## src/sv/fat_volume_geometry_check_unit_defines.svh

```systemverilog
// ----------------------------------------------------------------------------
// FAT volume geometry check - assertion macros
// Concurrent assertion wrappers, empty for synthesis.
// ----------------------------------------------------------------------------
`ifndef FAT_VOLUME_GEOMETRY_CHECK_UNIT_DEFINES_SVH
`define FAT_VOLUME_GEOMETRY_CHECK_UNIT_DEFINES_SVH

`ifndef SYNTHESIS
// antecedent holds -> consequent holds in the same cycle
`define FVGC_ASSERT_IMPL(label, clk, rst_n, ante, cons) \
  label: assert property (@(posedge clk) disable iff (!rst_n) (ante) |-> (cons)) \
    else $error("fvgc assertion failed");
// antecedent holds -> consequent holds in the next cycle
`define FVGC_ASSERT_NEXT(label, clk, rst_n, ante, cons) \
  label: assert property (@(posedge clk) disable iff (!rst_n) (ante) |=> (cons)) \
    else $error("fvgc assertion failed");
`else
`define FVGC_ASSERT_IMPL(label, clk, rst_n, ante, cons)
`define FVGC_ASSERT_NEXT(label, clk, rst_n, ante, cons)
`endif

`endif

```

## src/sv/fvgc_pkg.sv

```systemverilog
// ----------------------------------------------------------------------------
// fvgc_pkg
// Types and constants shared by the FAT volume geometry check blocks.
// ----------------------------------------------------------------------------
package fvgc_pkg;

  localparam int IN_BITS  = 176;
  localparam int OUT_BITS = 144;

  localparam logic [7:0]  JMP_SHORT    = 8'hEB;
  localparam logic [7:0]  JMP_NOP      = 8'h90;
  localparam logic [7:0]  JMP_NEAR     = 8'hE9;
  localparam logic [15:0] SECTOR_BYTES = 16'd512;
  localparam logic [21:0] ENTRY_BYTES  = 22'd32;
  localparam logic [31:0] LIMIT_FAT12  = 32'd4085;
  localparam logic [31:0] LIMIT_FAT16  = 32'd65525;

  // quotient bits resolved per divider stage, and number of stages
  localparam int DIV_BITS_PER_STAGE = 4;
  localparam int DIV_STAGES         = 32 / DIV_BITS_PER_STAGE;

  typedef enum logic [1:0] {
    ST_OK         = 2'd0,
    ST_BAD_JUMP   = 2'd1,
    ST_BAD_SECTOR = 2'd2,
    ST_BAD_GEOM   = 2'd3
  } status_t;

  typedef enum logic [1:0] {
    FS_FAT12 = 2'd0,
    FS_FAT16 = 2'd1,
    FS_FAT32 = 2'd2
  } fs_type_t;

  // classified item as it sits in the queue; all fields but status zero on failure
  typedef struct packed {
    status_t     status;
    logic [31:0] total;
    logic [31:0] first_data;
    logic [12:0] root;
    logic [7:0]  spc;
    logic [15:0] rsvd;
    logic [31:0] dividend;  // becomes the quotient as the divider runs
  } entry_t;

  typedef struct packed {
    entry_t     info;
    logic [7:0] rem;
  } div_t;

endpackage

```

## src/sv/fvgc_front.sv

```systemverilog
// ----------------------------------------------------------------------------
// fvgc_front
// Accepts boot-sector records, checks jump, sector size and geometry, selects
// sizes, forms the overhead and the data sector count, and pushes to the queue.
// ----------------------------------------------------------------------------
module fvgc_front (
  input  logic                        clk,
  input  logic                        rst_n,
  input  logic                        in_tvalid,
  output logic                        in_tready,
  // jump_byte0, jump_byte2, bytes_per_sector, root_entry_count, fat_size_short,
  // fat_size_long, total_sectors_short, total_sectors_long,
  // reserved_sector_count, fat_copies, sectors_per_cluster
  input  logic [fvgc_pkg::IN_BITS-1:0] in_tdata,
  input  logic                        q_full,
  output logic                        push,
  output fvgc_pkg::entry_t            push_data
);
  import fvgc_pkg::*;

  logic [7:0]  jb0, jb2, copies, spc;
  logic [15:0] bps, rec, fs16, ts16, rsvd;
  logic [31:0] fs32, ts32, fat_secs, total;
  logic [21:0] rec_bytes;
  logic [12:0] root;
  logic        jump_ok, accept;
  status_t     status_pre;

  logic        f_valid_r, f_valid_nxt;
  status_t     f_status_r;
  logic [31:0] f_total_r;
  logic [39:0] f_prod_r;
  logic [16:0] f_base_r;
  logic [12:0] f_root_r;
  logic [7:0]  f_spc_r;
  logic [15:0] f_rsvd_r;

  logic [40:0] overhead;
  logic        geom_bad;
  status_t     status_fin;

  assign jb0    = in_tdata[7:0];
  assign jb2    = in_tdata[15:8];
  assign bps    = in_tdata[31:16];
  assign rec    = in_tdata[47:32];
  assign fs16   = in_tdata[63:48];
  assign fs32   = in_tdata[95:64];
  assign ts16   = in_tdata[111:96];
  assign ts32   = in_tdata[143:112];
  assign rsvd   = in_tdata[159:144];
  assign copies = in_tdata[167:160];
  assign spc    = in_tdata[175:168];

  assign jump_ok   = ((jb0 == JMP_SHORT) && (jb2 == JMP_NOP)) || (jb0 == JMP_NEAR);
  assign fat_secs  = (fs16 != 16'd0) ? {16'd0, fs16} : fs32;
  assign total     = (ts16 != 16'd0) ? {16'd0, ts16} : ts32;
  assign rec_bytes = {6'd0, rec} * ENTRY_BYTES;

  always_comb begin
    root = 13'((rec_bytes + 22'(SECTOR_BYTES - 16'd1)) / 22'(SECTOR_BYTES));
    if (!jump_ok) begin
      status_pre = ST_BAD_JUMP;
    end else if (bps != SECTOR_BYTES) begin
      status_pre = ST_BAD_SECTOR;
    end else begin
      status_pre = ST_OK;
    end
  end

  assign in_tready   = !f_valid_r || !q_full;
  assign accept      = in_tvalid && in_tready;
  assign push        = f_valid_r && !q_full;
  assign f_valid_nxt = accept ? 1'b1 : (push ? 1'b0 : f_valid_r);

  always_ff @(posedge clk) begin
    if (!rst_n) begin
      f_valid_r <= 1'b0;
    end else begin
      f_valid_r <= f_valid_nxt;
    end
  end

  always_ff @(posedge clk) begin
    if (accept) begin
      f_status_r <= status_pre;
      f_total_r  <= total;
      f_prod_r   <= {32'd0, copies} * {8'd0, fat_secs};
      f_base_r   <= {1'b0, rsvd} + {4'd0, root};
      f_root_r   <= root;
      f_spc_r    <= spc;
      f_rsvd_r   <= rsvd;
    end
  end

  assign overhead = {1'b0, f_prod_r} + {24'd0, f_base_r};
  assign geom_bad = (f_spc_r == 8'd0) || (overhead[40:32] != 9'd0) ||
                    (overhead[31:0] > f_total_r);

  always_comb begin
    if (f_status_r != ST_OK) begin
      status_fin = f_status_r;
    end else if (geom_bad) begin
      status_fin = ST_BAD_GEOM;
    end else begin
      status_fin = ST_OK;
    end
    push_data        = '0;
    push_data.status = status_fin;
    if (status_fin == ST_OK) begin
      push_data.total      = f_total_r;
      push_data.first_data = overhead[31:0];
      push_data.root       = f_root_r;
      push_data.spc        = f_spc_r;
      push_data.rsvd       = f_rsvd_r;
      push_data.dividend   = f_total_r - overhead[31:0];
    end
  end

endmodule

```

## src/sv/fvgc_queue.sv

```systemverilog
// ----------------------------------------------------------------------------
// fvgc_queue
// Short FIFO between the classify front and the divider back end.
// ----------------------------------------------------------------------------
`include "fat_volume_geometry_check_unit_defines.svh"

module fvgc_queue #(
  parameter int DEPTH = 4
) (
  input  logic             clk,
  input  logic             rst_n,
  input  logic             push,
  input  fvgc_pkg::entry_t push_data,
  input  logic             pop,
  output logic             full,
  output logic             not_empty,
  output fvgc_pkg::entry_t head
);
  import fvgc_pkg::*;

  localparam int PTR_W = $clog2(DEPTH);
  localparam int CNT_W = $clog2(DEPTH + 1);

  entry_t           store_r [DEPTH];
  logic [PTR_W-1:0] wr_ptr_r, wr_ptr_nxt, rd_ptr_r, rd_ptr_nxt;
  logic [CNT_W-1:0] count_r, count_nxt;
  logic             do_push, do_pop;

  assign full      = (count_r == CNT_W'(DEPTH));
  assign not_empty = (count_r != '0);
  assign head      = store_r[rd_ptr_r];
  assign do_push   = push && !full;
  assign do_pop    = pop && not_empty;

  always_comb begin
    wr_ptr_nxt = wr_ptr_r;
    rd_ptr_nxt = rd_ptr_r;
    count_nxt  = count_r;
    if (do_push) begin
      wr_ptr_nxt = (wr_ptr_r == PTR_W'(DEPTH - 1)) ? '0 : wr_ptr_r + 1'b1;
    end
    if (do_pop) begin
      rd_ptr_nxt = (rd_ptr_r == PTR_W'(DEPTH - 1)) ? '0 : rd_ptr_r + 1'b1;
    end
    if (do_push && !do_pop) begin
      count_nxt = count_r + 1'b1;
    end else if (do_pop && !do_push) begin
      count_nxt = count_r - 1'b1;
    end
  end

  always_ff @(posedge clk) begin
    if (!rst_n) begin
      wr_ptr_r <= '0;
      rd_ptr_r <= '0;
      count_r  <= '0;
    end else begin
      wr_ptr_r <= wr_ptr_nxt;
      rd_ptr_r <= rd_ptr_nxt;
      count_r  <= count_nxt;
    end
  end

  always_ff @(posedge clk) begin
    if (do_push) begin
      store_r[wr_ptr_r] <= push_data;
    end
  end

  // front must never offer an entry into a full queue
  `FVGC_ASSERT_IMPL(a_no_push_full, clk, rst_n, full, !push)
  `FVGC_ASSERT_IMPL(a_count_bound, clk, rst_n, 1'b1, count_r <= CNT_W'(DEPTH))
  // fill count rises by one after a push with no pop
  `FVGC_ASSERT_NEXT(a_count_track, clk, rst_n, do_push && !do_pop,
                    count_r == $past(count_r) + 1'b1)

endmodule

```

## src/sv/fvgc_div_stage.sv

```systemverilog
// ----------------------------------------------------------------------------
// fvgc_div_stage
// One registered stage of the restoring divider: DIV_BITS_PER_STAGE quotient bits per stage.
// ----------------------------------------------------------------------------
module fvgc_div_stage (
  input  logic           clk,
  input  logic           rst_n,
  input  logic           adv,
  input  logic           valid_in,
  input  fvgc_pkg::div_t d_in,
  output logic           valid_out,
  output fvgc_pkg::div_t d_out
);
  import fvgc_pkg::*;

  logic [7:0]  rem;
  logic [8:0]  trial;
  logic [31:0] word;
  div_t        step;
  logic        valid_r, valid_nxt;
  div_t        data_r;

  always_comb begin
    rem   = d_in.rem;
    word  = d_in.info.dividend;
    trial = '0;
    for (int i = 0; i < DIV_BITS_PER_STAGE; i++) begin
      trial = {rem, word[31]};
      word  = {word[30:0], 1'b0};
      if (trial >= {1'b0, d_in.info.spc}) begin
        trial   = trial - {1'b0, d_in.info.spc};
        word[0] = 1'b1;
      end
      rem = trial[7:0];
    end
    step               = d_in;
    step.rem           = rem;
    step.info.dividend = word;
  end

  assign valid_nxt = adv ? valid_in : valid_r;

  always_ff @(posedge clk) begin
    if (!rst_n) begin
      valid_r <= 1'b0;
    end else begin
      valid_r <= valid_nxt;
    end
  end

  always_ff @(posedge clk) begin
    if (adv) begin
      data_r <= step;
    end
  end

  assign valid_out = valid_r;
  assign d_out     = data_r;

endmodule

```

## src/sv/fvgc_back.sv

```systemverilog
// ----------------------------------------------------------------------------
// fvgc_back
// Pulls entries from the queue, runs the pipelined cluster count division,
// picks the FAT type and holds the verdict in the output register.
// ----------------------------------------------------------------------------
module fvgc_back (
  input  logic                          clk,
  input  logic                          rst_n,
  input  logic                          head_valid,
  input  fvgc_pkg::entry_t              head,
  output logic                          pop,
  output logic                          out_tvalid,
  input  logic                          out_tready,
  // status, fs_type, total_sectors, first_data_sector, root_dir_sectors,
  // cluster_count, cluster_sectors_out, reserved_sectors_out
  output logic [fvgc_pkg::OUT_BITS-1:0] out_tdata
);
  import fvgc_pkg::*;

  logic adv;
  logic stg_v [DIV_STAGES+1];
  div_t stg_d [DIV_STAGES+1];

  logic        out_valid_r, out_valid_nxt;
  status_t     o_status_r;
  fs_type_t    o_type_r, type_sel;
  logic [31:0] o_total_r, o_first_r, o_clusters_r, quo;
  logic [12:0] o_root_r;
  logic [7:0]  o_spc_r;
  logic [15:0] o_rsvd_r;
  entry_t      last;

  // whole back end moves together whenever the output slot frees up
  assign adv = !out_valid_r || out_tready;
  assign pop = adv && head_valid;

  assign stg_v[0]      = head_valid;
  assign stg_d[0].info = head;
  assign stg_d[0].rem  = 8'd0;

  for (genvar k = 0; k < DIV_STAGES; k++) begin : g_div
    fvgc_div_stage u_stage (
      .clk       (clk),
      .rst_n     (rst_n),
      .adv       (adv),
      .valid_in  (stg_v[k]),
      .d_in      (stg_d[k]),
      .valid_out (stg_v[k+1]),
      .d_out     (stg_d[k+1])
    );
  end

  assign last = stg_d[DIV_STAGES].info;
  assign quo  = last.dividend;

  always_comb begin
    if (last.status != ST_OK || quo < LIMIT_FAT12) begin
      type_sel = FS_FAT12;
    end else if (quo < LIMIT_FAT16) begin
      type_sel = FS_FAT16;
    end else begin
      type_sel = FS_FAT32;
    end
  end

  assign out_valid_nxt = adv ? stg_v[DIV_STAGES] : out_valid_r;

  always_ff @(posedge clk) begin
    if (!rst_n) begin
      out_valid_r <= 1'b0;
    end else begin
      out_valid_r <= out_valid_nxt;
    end
  end

  always_ff @(posedge clk) begin
    if (adv && stg_v[DIV_STAGES]) begin
      o_status_r   <= last.status;
      o_type_r     <= type_sel;
      o_total_r    <= last.total;
      o_first_r    <= last.first_data;
      o_root_r     <= last.root;
      o_clusters_r <= (last.status == ST_OK) ? quo : 32'd0;
      o_spc_r      <= last.spc;
      o_rsvd_r     <= last.rsvd;
    end
  end

  assign out_tvalid = out_valid_r;
  assign out_tdata  = {7'd0, o_rsvd_r, o_spc_r, o_clusters_r, o_root_r,
                       o_first_r, o_total_r, o_type_r, o_status_r};

endmodule

```

## src/sv/fat_volume_geometry_check_unit.sv

```systemverilog
// Path: front register, queue, divider stages, output register, in that order.
// Throughput: one record per cycle unless out_tready stalls, set by the 8-stage
//   pipelined divider for the cluster count (4 quotient bits per stage).
// Backpressure on the result side fills the queue, then drops in_tready.
// Reset: rst_n synchronous, active low; clears all valid flags and queue pointers.
// ----------------------------------------------------------------------------
// fat_volume_geometry_check_unit
// Checks FAT boot-sector geometry and derives FAT type and cluster count.
// ----------------------------------------------------------------------------
module fat_volume_geometry_check_unit #(
  parameter int QUEUE_DEPTH = 4
) (
  input  logic                          clk,
  input  logic                          rst_n,
  input  logic                          in_tvalid,
  output logic                          in_tready,
  // jump_byte0, jump_byte2, bytes_per_sector, root_entry_count, fat_size_short,
  // fat_size_long, total_sectors_short, total_sectors_long,
  // reserved_sector_count, fat_copies, sectors_per_cluster
  input  logic [fvgc_pkg::IN_BITS-1:0]  in_tdata,
  output logic                          out_tvalid,
  input  logic                          out_tready,
  // status, fs_type, total_sectors, first_data_sector, root_dir_sectors,
  // cluster_count, cluster_sectors_out, reserved_sectors_out, zero pad
  output logic [fvgc_pkg::OUT_BITS-1:0] out_tdata
);
  import fvgc_pkg::*;

  logic   push, q_full, q_not_empty, pop;
  entry_t push_data, head;

  fvgc_front u_front (
    .clk       (clk),
    .rst_n     (rst_n),
    .in_tvalid (in_tvalid),
    .in_tready (in_tready),
    .in_tdata  (in_tdata),
    .q_full    (q_full),
    .push      (push),
    .push_data (push_data)
  );

  fvgc_queue #(
    .DEPTH (QUEUE_DEPTH)
  ) u_queue (
    .clk       (clk),
    .rst_n     (rst_n),
    .push      (push),
    .push_data (push_data),
    .pop       (pop),
    .full      (q_full),
    .not_empty (q_not_empty),
    .head      (head)
  );

  fvgc_back u_back (
    .clk        (clk),
    .rst_n      (rst_n),
    .head_valid (q_not_empty),
    .head       (head),
    .pop        (pop),
    .out_tvalid (out_tvalid),
    .out_tready (out_tready),
    .out_tdata  (out_tdata)
  );

endmodule
```

## config.mk

```make
export PLATFORM = sky130hd
export DESIGN_NAME = fat_volume_geometry_check_unit
export DESIGN_NICKNAME = d
export VERILOG_FILES = /design/src/sv/fvgc_pkg.sv /design/src/sv/fvgc_front.sv /design/src/sv/fvgc_queue.sv /design/src/sv/fvgc_div_stage.sv /design/src/sv/fvgc_back.sv /design/src/sv/fat_volume_geometry_check_unit.sv
export VERILOG_INCLUDE_DIRS = /design/src /design/src/sv
export SDC_FILE = /design/constraint.sdc
export NUM_CORES = 2
export LEC_CHECK = 0
export BUFFER_PORTS_ARGS = -buffer_cell sky130_fd_sc_hd__buf_2
export CAP_MARGIN = 40
export CORE_MARGIN = 2
export CORE_UTILIZATION = 45
export DETAILED_ROUTE_END_ITERATION = 8
export GPL_ROUTABILITY_DRIVEN = 0
export GPL_TIMING_DRIVEN = 0
export SYNTH_ARGS = -nofsm -noshare
export SYNTH_HDL_FRONTEND = slang
export SYNTH_HIERARCHICAL = 1
export SYNTH_SLANG_ARGS = --single-unit
```

## constraint.sdc

```tcl
create_clock -name clk -period 87.8 [get_ports clk]
set_input_delay 0 -clock clk [delete_from_list [all_inputs] [get_ports clk]]
set_output_delay 0 -clock clk [all_outputs]
set_load 0.03 [all_outputs]
```

==> results.yml <==
setup_path:
  critPathTopFamily: "compound AO/OA/AOI/OAI gates"
  crit_end: "u_back/g_div[0].u_stage/d_out[7]"
  cpMostUsedCell: "o21ai_0"
  r2r_setup_slack_ns: 77.45
  cp.depth: 41
  critPathMaxStageDelay_ns: 0.58
  endpoint_kind: "flop"
  critPathLaunchType: "flop"
  cp.buffers_inverters: 8
  cp_slowest_cell: "clkbuf_1"
  cp_max_fo: 10
  crit_arrival_ns: 10.93
  critPathRequiredTime_ns: 88.38
  rr_endpoint: "u_back/g_div[0].u_stage/d_out[7]"
  crit_type: "reg2reg"
  reg2reg_depth: 41
placement:
  place_inst: 8689
  place_area_mm2: 0.0957
  numPortBuffers: 311
  hpwl_um: 130000
timing:
  fin_crit_ns: 10.35
  fmax_mhz: 96.7
  grt_setup_unrepaired: "false"
  setup_viol: 0
  slew_headroom_pct: 36.7
  fin_tns_setup_ns: 0
  period_share_pct: 11.8
  worst_pin_slew_ns: 0.949
  finalMaxSlewViolations: 0
  hold_viol_final: 0
  fin_skew_ns: 0.0596
grt:
  grt.busiest_layer: "met2"
  grt_pass1_vias: 49290
  grt.total_usage_pct: 18.0
  met3_usage_pct: 2.71
  grt-ovfl-total: 0
  use_met2_pct: 30.6
  use_met1_pct: 23.5
  antenna_found_initial: 13
  grt_pass1_wl_um: 283000
  grt_max_degree: 70
run:
  cap_violations: 0
clock_network:
  cts_resized: 0
  root_buffer: "clkbuf_16"
  cts_buffers: 193
  cts_buffer_depth: 3
  ctsHtreeMaxLevel: 4
  clock_sinks: 1960
  path_clk_slew_ns: 0.06
  cts_tree: "yes"
  clock_latency_ns: 0.84
floorplanning:
  fp.coreArea_mm2: 0.198
  initial_core_util_pct: 45.4
  die_y_um: 451
  dieArea_mm2: 0.203
  rows: 163
  top_level_ports: 326
  die-width_um: 451
detailed_routing:
  detail_route.wl_per_cell_um: 19.7
  viasPerCell: 5.23
  drt.antenna.violating_nets: 0
  route.detailed.drc: 0
  drt_iter0_drc: 3583
  wl_um: 183000
  vias: 48378
  first_pass_iters: 7
layout:
  design_area_mm2: 0.104
  nets: 7205
  layout_common_cells: "edfxtp_1 (1,941), inv_1 (460), ha_1 (384)"
  syn_to_final_growth_pct: 15.9
  drive_gt1_share_pct: 17.0
  finalNonFillerCells: 9254
  final_common_cell: "edfxtp_1"
yosys:
  netlist_instances: 5673
  syn_area_mm2: 0.0898
  ys.warnings.count: 6
  syn_avg_cell_area_um2: 15.8
min_path:
  hold_class: "in2reg"
outcome:
  status: "completed"
layout make-up:
type	count	area [um2]
antenna	25	62.6
buffer	132	716
clock buffer	221	4930
clock inverter	137	1480
fill	16027	93800
inverter	468	1760
multi-input combinational	3136	28700
sequential	1960	58700
tap	2640	3300
timing repair buffer	535	4370
flip-flops by register name (all words and copies together), names as in the netlist, 16 cells and up, named ones only:
| signal | count |
|---|---|
| u_queue/store_r | 540 |
| u_back/o_first_r | 32 |
| u_back/o_rsvd_r | 16 |
| u_front/f_prod_r | 40 |
| u_back/g_div.u_stage/d_out | 1136 |
| u_front/f_rsvd_r | 16 |
| u_front/f_total_r | 32 |
| u_front/f_base_r | 17 |
| u_back/o_clusters_r | 32 |
| u_back/o_total_r | 32 |
worst register-to-register path: cells and delay by family, from the launching register on:
family,cells,cell delay (ns)
flip-flops,1,0.30
AO/OA/AOI/OAI,19,4.18
AND/OR/NAND/NOR,7,1.17
adder cells (fa/ha/maj),4,1.27
multiplexers,3,1.16
buffers and inverters,8,2.01
stage by stage:
| step | hold WS (ns) | util [%] | setup WS [ns] |
|---|---|---|---|
| after floorplan | 0.0989 | - | 54.86 |
| after global placement | 0.203 | 47.9 | 43.28 |
| after detailed placement | 0.209 | 48.4 | 77.42 |
| after CTS | 0.0145 | 52.6 | 77.38 |
| after global routing | 0.0502 | 52.6 | 76.61 |
| final | 0.0963 | 52.6 | 77.45 |
how the worst min path moves through the flow:
| stage | startpoint | end | cells after the start | slack (ns) |
|---|---|---|---|---|
| 2_1_floorplan | in_tdata[144] | u_front/f_rsvd_r[0] | 0 | 0.1 |
| 6_report | in_tdata[138] | u_front/f_total_r[26] | 3 | 0.1 |
| 3_3_place_gp | in_tdata[147] | u_front/f_rsvd_r[3] | 1 | 0.20 |
| 3_5_place_dp | in_tdata[147] | u_front/f_rsvd_r[3] | 1 | 0.21 |
| 5_1_grt | in_tdata[140] | u_front/f_total_r[28] | 3 | 0.05 |
| 4_1_cts | in_tdata[138] | u_front/f_total_r[26] | 3 | 0.01 |
timing repair:
action,4_1_cts,5_1_grt
buffers inserted,0,0
setup endpoints to repair,0,0
hold buffers,181,0
hold endpoints to repair,247,0
routing by layer:
layer	share of wire [%]	wire [um]
met1	43	78900
met2	49	90100
met3	4.0	7280
met4	3.5	6320
met5	0.013	24
Power is left out: the tool's default activity adds up to more than one toggle a clock period on the data nets, which glitch-free logic cannot reach.
